## src/rtl/bcss_pkg.sv

```systemverilog
// ----------------------------------------------------------------------------
// bcss_pkg
// Shared widths, register indexes, phase codes and bundles for the breath
// cycle stepper sequencer.
// ----------------------------------------------------------------------------
package bcss_pkg;

  localparam int STEP_COUNT_WIDTH = 10;
  localparam int TICK_WIDTH       = 16;
  localparam int CFG_DATA_WIDTH   = (STEP_COUNT_WIDTH > TICK_WIDTH) ?
                                    STEP_COUNT_WIDTH : TICK_WIDTH;
  localparam int CFG_INDEX_WIDTH  = 3;

  // register reset values
  localparam logic [STEP_COUNT_WIDTH-1:0] TRAVEL_STEPS_RST   = STEP_COUNT_WIDTH'(800);
  localparam logic [TICK_WIDTH-1:0]       RISE_TICKS_RST     = TICK_WIDTH'(17);
  localparam logic [TICK_WIDTH-1:0]       INSP_PAUSE_RST     = TICK_WIDTH'(11979);
  localparam logic [TICK_WIDTH-1:0]       LOWER_TICKS_RST    = TICK_WIDTH'(13);
  localparam logic [TICK_WIDTH-1:0]       EXP_PAUSE_RST      = TICK_WIDTH'(41145);

  typedef enum logic [CFG_INDEX_WIDTH-1:0] {
    REG_TRAVEL_STEPS     = 3'd0,
    REG_RISE_STEP_TICKS  = 3'd1,
    REG_INSP_PAUSE_TICKS = 3'd2,
    REG_LOWER_STEP_TICKS = 3'd3,
    REG_EXP_PAUSE_TICKS  = 3'd4
  } cfg_index_t;

  typedef enum logic [1:0] {
    PH_RISE  = 2'd0,
    PH_INSP  = 2'd1,
    PH_LOWER = 2'd2,
    PH_EXP   = 2'd3
  } phase_t;

  typedef struct packed {
    logic [STEP_COUNT_WIDTH-1:0] travel_steps;
    logic [TICK_WIDTH-1:0]       rise_step_ticks;
    logic [TICK_WIDTH-1:0]       insp_pause_ticks;
    logic [TICK_WIDTH-1:0]       lower_step_ticks;
    logic [TICK_WIDTH-1:0]       exp_pause_ticks;
  } cfg_t;

  typedef struct packed {
    logic   step_pulse;
    logic   direction;
    logic   drive_enable;
    phase_t phase;
    logic   breath_done;
  } result_t;

endpackage

```

## src/rtl/bcss_cfg_regs.sv

```systemverilog
// ----------------------------------------------------------------------------
// bcss_cfg_regs
// Configuration register file; writes to unknown indexes are dropped.
// ----------------------------------------------------------------------------
module bcss_cfg_regs
  import bcss_pkg::*;
(
  input  logic                       clk,
  input  logic                       rst_n,
  input  logic                       cfg_wr_en,
  input  logic [CFG_INDEX_WIDTH-1:0] cfg_index,
  input  logic [CFG_DATA_WIDTH-1:0]  cfg_wdata,
  output cfg_t                       cfg
);

  cfg_t cfg_r;
  cfg_t cfg_nxt;

  always_comb begin
    cfg_nxt = cfg_r;
    if (cfg_wr_en) begin
      case (cfg_index)
        REG_TRAVEL_STEPS:     cfg_nxt.travel_steps     = cfg_wdata[STEP_COUNT_WIDTH-1:0];
        REG_RISE_STEP_TICKS:  cfg_nxt.rise_step_ticks  = cfg_wdata[TICK_WIDTH-1:0];
        REG_INSP_PAUSE_TICKS: cfg_nxt.insp_pause_ticks = cfg_wdata[TICK_WIDTH-1:0];
        REG_LOWER_STEP_TICKS: cfg_nxt.lower_step_ticks = cfg_wdata[TICK_WIDTH-1:0];
        REG_EXP_PAUSE_TICKS:  cfg_nxt.exp_pause_ticks  = cfg_wdata[TICK_WIDTH-1:0];
        default:              cfg_nxt = cfg_r;
      endcase
    end
  end

  always_ff @(posedge clk) begin
    if (!rst_n) begin
      cfg_r.travel_steps     <= TRAVEL_STEPS_RST;
      cfg_r.rise_step_ticks  <= RISE_TICKS_RST;
      cfg_r.insp_pause_ticks <= INSP_PAUSE_RST;
      cfg_r.lower_step_ticks <= LOWER_TICKS_RST;
      cfg_r.exp_pause_ticks  <= EXP_PAUSE_RST;
    end else begin
      cfg_r <= cfg_nxt;
    end
  end

  assign cfg = cfg_r;

endmodule

```

## src/rtl/bcss_phase_core.sv

```systemverilog
// ----------------------------------------------------------------------------
// bcss_phase_core
// Breath phase state machine with step and interval counters.
// ----------------------------------------------------------------------------
module bcss_phase_core
  import bcss_pkg::*;
(
  input  logic    clk,
  input  logic    rst_n,
  input  cfg_t    cfg,
  input  logic    item_load,
  input  logic    tick,
  output result_t result
);

  phase_t                      phase_r, phase_nxt;
  logic [STEP_COUNT_WIDTH-1:0] steps_left_r, steps_left_nxt;
  logic [TICK_WIDTH-1:0]       tick_cnt_r, tick_cnt_nxt;

  logic [TICK_WIDTH-1:0]       limit;
  logic [TICK_WIDTH:0]         cnt_inc;
  logic                        intv_end;
  logic [STEP_COUNT_WIDTH-1:0] steps_dec;
  logic                        pulse;
  logic                        done;

  // interval limit for the current phase; zero behaves as one
  always_comb begin
    case (phase_r)
      PH_RISE:  limit = cfg.rise_step_ticks;
      PH_INSP:  limit = cfg.insp_pause_ticks;
      PH_LOWER: limit = cfg.lower_step_ticks;
      PH_EXP:   limit = cfg.exp_pause_ticks;
      default:  limit = cfg.exp_pause_ticks;
    endcase
    if (limit == '0) begin
      limit = TICK_WIDTH'(1);
    end
  end

  assign cnt_inc   = {1'b0, tick_cnt_r} + (TICK_WIDTH+1)'(1);
  assign intv_end  = (cnt_inc >= {1'b0, limit});
  assign steps_dec = steps_left_r - STEP_COUNT_WIDTH'(1);

  // next state
  always_comb begin
    phase_nxt      = phase_r;
    steps_left_nxt = steps_left_r;
    tick_cnt_nxt   = tick_cnt_r;
    pulse          = 1'b0;
    done           = 1'b0;
    if (item_load && tick) begin
      case (phase_r)
        PH_RISE, PH_LOWER: begin
          if (steps_left_r == '0) begin
            tick_cnt_nxt = '0;
            phase_nxt    = (phase_r == PH_RISE) ? PH_INSP : PH_EXP;
          end else if (intv_end) begin
            tick_cnt_nxt   = '0;
            pulse          = 1'b1;
            steps_left_nxt = steps_dec;
            if (steps_dec == '0) begin
              phase_nxt = (phase_r == PH_RISE) ? PH_INSP : PH_EXP;
            end
          end else begin
            tick_cnt_nxt = cnt_inc[TICK_WIDTH-1:0];
          end
        end
        PH_INSP: begin
          if (intv_end) begin
            tick_cnt_nxt   = '0;
            steps_left_nxt = cfg.travel_steps;
            phase_nxt      = (cfg.travel_steps == '0) ? PH_EXP : PH_LOWER;
          end else begin
            tick_cnt_nxt = cnt_inc[TICK_WIDTH-1:0];
          end
        end
        default: begin
          if (intv_end) begin
            done           = 1'b1;
            tick_cnt_nxt   = '0;
            steps_left_nxt = cfg.travel_steps;
            phase_nxt      = (cfg.travel_steps == '0) ? PH_INSP : PH_RISE;
          end else begin
            tick_cnt_nxt = cnt_inc[TICK_WIDTH-1:0];
          end
        end
      endcase
    end
  end

  // outputs reflect the phase the tick was spent in
  always_comb begin
    result.step_pulse   = pulse;
    result.direction    = (phase_r == PH_LOWER);
    result.drive_enable = (phase_r != PH_EXP);
    result.phase        = phase_r;
    result.breath_done  = done;
  end

  always_ff @(posedge clk) begin
    if (!rst_n) begin
      phase_r      <= PH_RISE;
      steps_left_r <= TRAVEL_STEPS_RST;
      tick_cnt_r   <= '0;
    end else begin
      phase_r      <= phase_nxt;
      steps_left_r <= steps_left_nxt;
      tick_cnt_r   <= tick_cnt_nxt;
    end
  end

endmodule

```

## src/rtl/bcss_out_stage.sv

```systemverilog
// ----------------------------------------------------------------------------
// bcss_out_stage
// Result register; refills in the same cycle it is drained.
// ----------------------------------------------------------------------------
module bcss_out_stage
  import bcss_pkg::*;
(
  input  logic    clk,
  input  logic    rst_n,
  input  logic    load,
  input  result_t result_in,
  output logic    full_hold,
  output logic    out_valid,
  input  logic    out_stall,
  output result_t result_out
);

  logic    out_valid_r, out_valid_nxt;
  result_t result_r, result_nxt;

  assign full_hold = out_valid_r && out_stall;

  always_comb begin
    out_valid_nxt = out_valid_r && out_stall;
    result_nxt    = result_r;
    if (load) begin
      out_valid_nxt = 1'b1;
      result_nxt    = result_in;
    end
  end

  always_ff @(posedge clk) begin
    if (!rst_n) begin
      out_valid_r <= 1'b0;
    end else begin
      out_valid_r <= out_valid_nxt;
    end
  end

  always_ff @(posedge clk) begin
    result_r <= result_nxt;
  end

  assign out_valid  = out_valid_r;
  assign result_out = result_r;

endmodule

```

## src/rtl/breath_cycle_stepper_sequencer.sv

```systemverilog
// ----------------------------------------------------------------------------
// breath_cycle_stepper_sequencer
// A result is valid in the cycle after its tick item is accepted.
// Throughput: one item per cycle while in_stall is low; the phase counters update as each item is taken.
// in_stall is high only while the result register is full and stalled.
// Reset (rst_n low, synchronous): rising phase, steps_left = 800,
// counter zero, registers at their reset values, result register empty.
// ----------------------------------------------------------------------------
module breath_cycle_stepper_sequencer
  import bcss_pkg::*;
(
  input  logic                       clk,
  input  logic                       rst_n,
  // tick item channel
  input  logic                       in_valid,
  output logic                       in_stall,
  input  logic                       in_tick,
  // result item channel
  output logic                       out_valid,
  input  logic                       out_stall,
  output logic                       out_step_pulse,
  output logic                       out_direction,
  output logic                       out_drive_enable,
  output logic [1:0]                 out_phase,
  output logic                       out_breath_done,
  // configuration writes
  input  logic                       cfg_wr_en,
  input  logic [CFG_INDEX_WIDTH-1:0] cfg_index,
  input  logic [CFG_DATA_WIDTH-1:0]  cfg_wdata
);

  cfg_t    cfg;
  result_t core_result;
  result_t out_result;
  logic    item_load;
  logic    full_hold;

  // Timing values arrive as precomputed tick counts.
  bcss_cfg_regs u_cfg_regs (
    .clk       (clk),
    .rst_n     (rst_n),
    .cfg_wr_en (cfg_wr_en),
    .cfg_index (cfg_index),
    .cfg_wdata (cfg_wdata),
    .cfg       (cfg)
  );

  // An item is taken whenever the result register is empty or draining.
  assign in_stall  = full_hold;
  assign item_load = in_valid && !full_hold;

  // Phase sequencer: every accepted item yields exactly one result;
  // a zero tick leaves the state alone and reports the current phase.
  bcss_phase_core u_phase_core (
    .clk       (clk),
    .rst_n     (rst_n),
    .cfg       (cfg),
    .item_load (item_load),
    .tick      (in_tick),
    .result    (core_result)
  );

  bcss_out_stage u_out_stage (
    .clk        (clk),
    .rst_n      (rst_n),
    .load       (item_load),
    .result_in  (core_result),
    .full_hold  (full_hold),
    .out_valid  (out_valid),
    .out_stall  (out_stall),
    .result_out (out_result)
  );

  assign out_step_pulse   = out_result.step_pulse;
  assign out_direction    = out_result.direction;
  assign out_drive_enable = out_result.drive_enable;
  assign out_phase        = out_result.phase;
  assign out_breath_done  = out_result.breath_done;

  // breath_done only ends the expiration pause
  a_done_in_exp : assert property (@(posedge clk) disable iff (!rst_n)
    (out_valid && out_breath_done) |-> (out_phase == PH_EXP))
    else $error("breath_done outside expiration pause");

  // steps are only issued in the rising or lowering phase
  a_pulse_in_step : assert property (@(posedge clk) disable iff (!rst_n)
    (out_valid && out_step_pulse) |-> (out_phase == PH_RISE || out_phase == PH_LOWER))
    else $error("step pulse outside a step phase");

  // every accepted item leaves a result waiting next cycle
  a_accept_gives_result : assert property (@(posedge clk) disable iff (!rst_n)
    (in_valid && !in_stall) |=> out_valid)
    else $error("accepted item produced no result");

  // direction and enable follow the reported phase
  a_drive_follows_phase : assert property (@(posedge clk) disable iff (!rst_n)
    out_valid |-> ((out_direction == (out_phase == PH_LOWER)) &&
                   (out_drive_enable == (out_phase != PH_EXP))))
    else $error("direction or enable inconsistent with phase");

endmodule

```

## config.mk

```make
export PLATFORM = sky130hd
export DESIGN_NAME = breath_cycle_stepper_sequencer
export DESIGN_NICKNAME = d
export VERILOG_FILES = /design/src/rtl/bcss_pkg.sv /design/src/rtl/bcss_cfg_regs.sv /design/src/rtl/bcss_phase_core.sv /design/src/rtl/bcss_out_stage.sv /design/src/rtl/breath_cycle_stepper_sequencer.sv
export SDC_FILE = /design/constraint.sdc
export NUM_CORES = 1
export LEC_CHECK = 0
export BUFFER_PORTS_ARGS = -buffer_cell sky130_fd_sc_hd__buf_2
export CORE_ASPECT_RATIO = 0.75
export CORE_UTILIZATION = 35
export CTS_CLUSTER_SIZE = 30
export DETAILED_ROUTE_END_ITERATION = 6
export PLACE_DENSITY = 0.58
export RECOVER_POWER = 50
export SLEW_MARGIN = 20
export SYNTH_ARGS = -nofsm -noshare
export SYNTH_HDL_FRONTEND = slang
export SYNTH_SLANG_ARGS = --single-unit
```

## constraint.sdc

```tcl
create_clock -name clk -period 3.8 [get_ports clk]
set_input_delay 0.19 -clock clk [delete_from_list [all_inputs] [get_ports clk]]
set_output_delay 0.19 -clock clk [all_outputs]
set_load 0.005 [all_outputs]
```

# Word-level counts from Yosys, hierarchy flattened
# Cells that the tools add are included.
# W data, S select, Z words.
[word_totals]
in_bits = 25
word_cells = 72
ff_bits = 109
[classes]
order_cmp = 1
addsub = 2
bitwise = 2
muxes = 20
eq_ne = 11
n_reduce_logical = 22
[ops]
columns = ["op", "count"]
rows = [
  ["$mux W16", 4],
  ["$pmux W16 S4", 1],
  ["$mux W10", 4],
  ["$logic_not A10 Y1", 3],
  ["$add A16 B1 Y17 const B", 1],
  ["$ge A17 B16 Y1", 1],
  ["$logic_not A16 Y1", 1],
  ["$mux W2", 6],
  ["$reduce_and A2 Y1", 5],
  ["$sub A10 B1 Y10 const B", 1],
  ["$eq A3 B2 Y1 const B", 2],
  ["$reduce_and A5 Y1", 1],
  ["$eq A2 B2 Y1 const B", 2],
  ["$mux W1", 4],
  ["$ne A2 B2 Y1 const B", 2],
  ["$pmux W2 S2", 1],
  ["$reduce_and A4 Y1", 1],
  ["$reduce_bool A2 Y1", 2],
  ["$reduce_or A4 Y1", 1],
  ["$eq A3 B1 Y1 const B", 1],
  ["$eq A3 B3 Y1 const B", 1],
  ["$logic_and A1 B1 Y1", 3],
  ["$logic_not A3 Y1", 1],
  ["$ne A3 B1 Y1 const B", 1],
  ["7 further kinds", 8],
]

# Longest topological paths before layout
[depth]
word_depth = 8
ltp_mapped = 18
mapped_depth_nobuf = 15

# Cells and area by module
# A second synthesis with hierarchy kept.
[unflattened]
cells_unflattened = 624
hier_area_um2 = 5780.5
[by_module_without_submodules]
columns = ["mod", "n_inst", "seq_area_each_um2", "area_each_um2", "cells_per_inst"]
rows = [
  ["bcss_cfg_regs", 1, 1481.4, 2892.8, 279],
  ["bcss_phase_core", 1, 560.5, 2657.5, 335],
  ["bcss_out_stage", 1, 200.2, 216.5, 9],
  ["breath_cycle_stepper_sequencer", 1, 0.0, 13.8, 1],
]

# Worst setup path after synthesis
# Ideal clock, no wire load.
[synth_path]
path_kind = "register to register"
start = "register u_phase_core.phase_r[0]"
end = "register u_phase_core.steps_left_r[1]"
synth_period_minus_slack_ps = 3744
required_ps = 3730
slack_ps = 56
n_path_buf = 3
t_arrival_ps = 3674
setup_ps = 70
stages_incl_launch_ff = 19
cell_sequence = "dfxtp_1 inv_1 ha_1 clkbuf_1 clkbuf_1 a22oi_1 nand2_1 or4_1 nor3_1 a31oi_1 o31ai_1 ha_1 nor2b_1 o21ai_0 o211a_1 o31ai_2 buf_2 nand2_1 a21oi_1"
[synth_lines]
columns = ["element", "line", "rtl"]
rows = [
  ["from (decl)", "bcss_phase_core.sv:16", "phase_t phase_r, phase_nxt;"],
  ["from (signal assigned)", "bcss_phase_core.sv:107", "phase_r <= phase_nxt;"],
  ["to (signal assigned)", "bcss_phase_core.sv:108", "steps_left_r <= steps_left_nxt;"],
  ["to (decl)", "bcss_phase_core.sv:17", "logic [STEP_COUNT_WIDTH-1:0] steps_left_r, steps_left_nxt;"],
]

==> impl_metrics.ini <==
[global_route]
grt_usage_pct = 19.7
antenna_found_initial = 0
grt_max_degree = 58
grt_pass1_wl_mm = 24.4
gr-total-overflow = 0
grt_pass1_vias = 4556

[finish]
nets = 791
diodes = 0
fillers = 1528
area_growth_pct = 17.0
drive_above_1_share_pct = 15.4
fin_area_sq_mm = 0.00638

[route]
first_pass_iters = 6
viasPerCell = 5.37
via_count = 5109
postRouteAntennaNets = 0
wl_per_cell_um = 16.6
wl_mm = 15.8
drcViolationCount = 0
drt_iter0_drc = 667

[power_and_ir_drop]
power_density_mw_per_mm2 = 375
p_leak_nw = 2.44
vdd_drop_max_v = 0.000206

[cts]
clock_path_buffers = 2
cts_hold_buf = 0
cts_sinks = 109
h-tree-depth = 3
root_buffer = clkbuf_16
cts_tree = done
cts_buffers = 9
clk_latency_ns = 0.36
clk_pin_slew_ns = 0.08

[job]
maxCapViolCount = 0

[critical_path]
cp.required_ns = 4.01
critical_path.top_delay_family = compound AO/OA/AOI/OAI gates
criticalPathCategory = flop to flop
cpMostUsedCell = buf_4
worstPathCellList = inv_2 > ha_4 > buf_4 > a22oi_1 > nand2_1 > or4_4 > nor3_2 > a31oi_1 > o31ai_1 > ha_1 > nor2b_1 > o21ai_1 > o211a_4 > o31ai_4 > buf_2 > buf_4 > o211ai_1
critPathBufInv = 4
cp_max_fo = 7
start_kind = flop
critPathMaxStageDelay_ns = 0.52
slowest_stage = or4_4
cp_data_arrival_time_ns = 3.83
worstSetupEndpointType = flop

[place]
port_buffers = 32
dpl-instance-area_sq_mm = 0.00588
dp_slack_ns = 0.00984
hpwl_mm = 11.0
gp_congestion = 0.827

[floorplan]
floorplan.die.width_um = 146
core_area_sq_mm = 0.0152
dieArea_sq_mm = 0.0161
start_util_pct = 35.8
row_count = 39
fp.dieH_um = 110
ios = 33

[worst_hold_path]
min_path_type = primary input to flop

[logic_synthesis]
yosys_most_used_dff = dfxtp_1
synth_edf_count = 6
syn-instance-count = 706
netlist_area_sq_mm = 0.00545
yosys_warnings = 0
ys_seq_area_share_pct = 41.1
ys_seq_elements = 109
synth_nets = 755
ys_async_sr_fraction_pct = 0
synth_cell_type_count = 53
avgSynthCellArea_sq_um = 7.72

[timing]
max_freq_ghz = 0.276
setup_tns_ns = 0
layout_setup_ws_ns = 0.174
finalCriticalPeriod_ns = 3.63
fin_skew_ns = 0.0121
slew_headroom_pct = 17.0
rsz0062_at_grt = false
setup_viol_count_final = 0
holdWs_ns = 0.0811
hold_violations = 0
fin_crit_sh_pct = 95.4
slew_violations = 0
tightest_slew_ns = 1.24

[run_status]
status = finished clean
-- cell usage after synthesis, drive strengths merged, types with 9 or more instances --
cell    count  area share [%]
clkbuf     37             2.5
and3        9             1.0
o21ai      28             2.6
nor2b      10             1.1
ha         24             5.5
nand3      37             3.4
mux2i      11             2.0
dfxtp     103              38
nand2     205              14
a22oi      14             1.9
nor3       11             1.0
inv        13            0.89
nor2       27             2.0
a21oi      70             6.4
or2        14             1.7
-- kinds of logic (layout without fill, tap and decap cells) --
kind of cell	count (synthesis)	after routing	synth area share [%]
buffers and inverters	54	95	3.79
DFF	109	109	41.1
xor gates and xnor gates	5	5	0.803
muxes	11	11	2.02
and+or+nand+nor	342	342	28.3
adders and majority gates	24	24	5.51
AOI/OAI and AO/OA	161	161	18.4
-- layout make-up --
| type | instances | area (sq um) | share of cell area [%] |
|---|---|---|---|
| Sequential cell | 109 | 2250 | 35.2 |
| Timing Repair Buffer | 66 | 403 | 6.32 |
| Clock buffer | 9 | 225 | 3.53 |
| Tap cell | 205 | 256 | 4.02 |
| Clock inverter | 7 | 100 | 1.57 |
| Inverter | 13 | 52.6 | 0.824 |
| Multi-Input combinational cell | 543 | 3090 | 48.5 |
-- worst reg2reg max path, stage by stage, from the launching register on --
cell and delay [ns]:
dfxtp_4 0.38, inv_2 0.06, ha_4 0.18, buf_4 0.17
a22oi_1 0.14, nand2_1 0.11, or4_4 0.52, nor3_2 0.11
a31oi_1 0.06, o31ai_1 0.25, ha_1 0.27, nor2b_1 0.11
o21ai_1 0.09, o211a_4 0.27, o31ai_4 0.28, buf_2 0.26
buf_4 0.15, o211ai_1 0.07
-- metrics by stage --
step                utilization, %  power (mW)  cells
floorplan                        -        1.31    706
global placement              38.6        1.38    924
detailed placement            38.6        1.38    924
CTS                           40.8        2.40    940
global route                  41.9        2.48    952
finish                        41.9        2.39    952
-- registers in the layout, summed over array words and instances (netlist names) --
signal                     flops
u_cfg_regs.cfg                74
u_out_stage.out_valid          1
u_phase_core.steps_left_r     10
u_out_stage.result_out         6
u_phase_core.phase_r           2
u_phase_core.tick_cnt_r       16
-- metal layers --
metal | up-vias | GRT usage [%] | wire length [um]
met4 | 0 | 3.87 | 133
met3 | 15 | 3.91 | 880
met1 | 2405 | 29.4 | 8080
met5 | - | 0 | 0
li1 | 2539 | - | -
met2 | 150 | 29.2 | 6690
-- cell usage in the layout, fill, tap and decap left out, types with 3 or more instances in the layout --
master and n:
nand3_1 37, mux2i_1 11, nor3_1 9, clkbuf_16 9, buf_2 30, xnor2_1 5
o21ai_0 25, a21oi_1 70, a31oi_1 3, a211o_1 3, a22oi_2 3, clkbuf_1 5
nand2_1 205, o21a_1 3, or2_2 13, a211oi_1 3, buf_4 29, o21ai_1 3
o31ai_1 6, edfxtp_1 6, nand4_1 3, dfxtp_1 101, nor2b_1 10, or4_4 4
o211ai_1 5, nor2_1 26, inv_1 11, a22oi_1 11, and3_1 9, a222oi_1 8
ha_1 21, inv_6 3, o22ai_1 5, nor4_1 8
-- final timing paths --
kind                            from  slack [ns]                      endpoint  depth (start not counted)
max reg2reg  u_phase_core.phase_r[0]        0.17  u_phase_core.steps_left_r[9]                         17
min reg2reg       u_cfg_regs.cfg[58]        0.46            u_cfg_regs.cfg[58]                          2
max          u_phase_core.phase_r[0]        0.17  u_phase_core.steps_left_r[9]                         17
min                         in_valid        0.08         u_out_stage.out_valid                          2
-- report_power, final --
part	switching (mW)	leakage [nW]	total, mW	internal (mW)
combinational	0.110	1.39	0.169	0.0589
sequential	0.0185	0.893	1.19	1.18
clock	0.492	0.159	1.03	0.539
total	0.621	2.44	2.39	1.77
-- what timing repair did --
| action | in CTS | in global routing |
|---|---|---|
| pin swaps | 0 | 2 |
| cloned | 0 | 2 |
| setup buffers | 0 | 10 |
| resized for setup | 2 | 28 |
| endpoints found under the setup margin | 3 | 30 |
(Power assumes the default switching activity.)
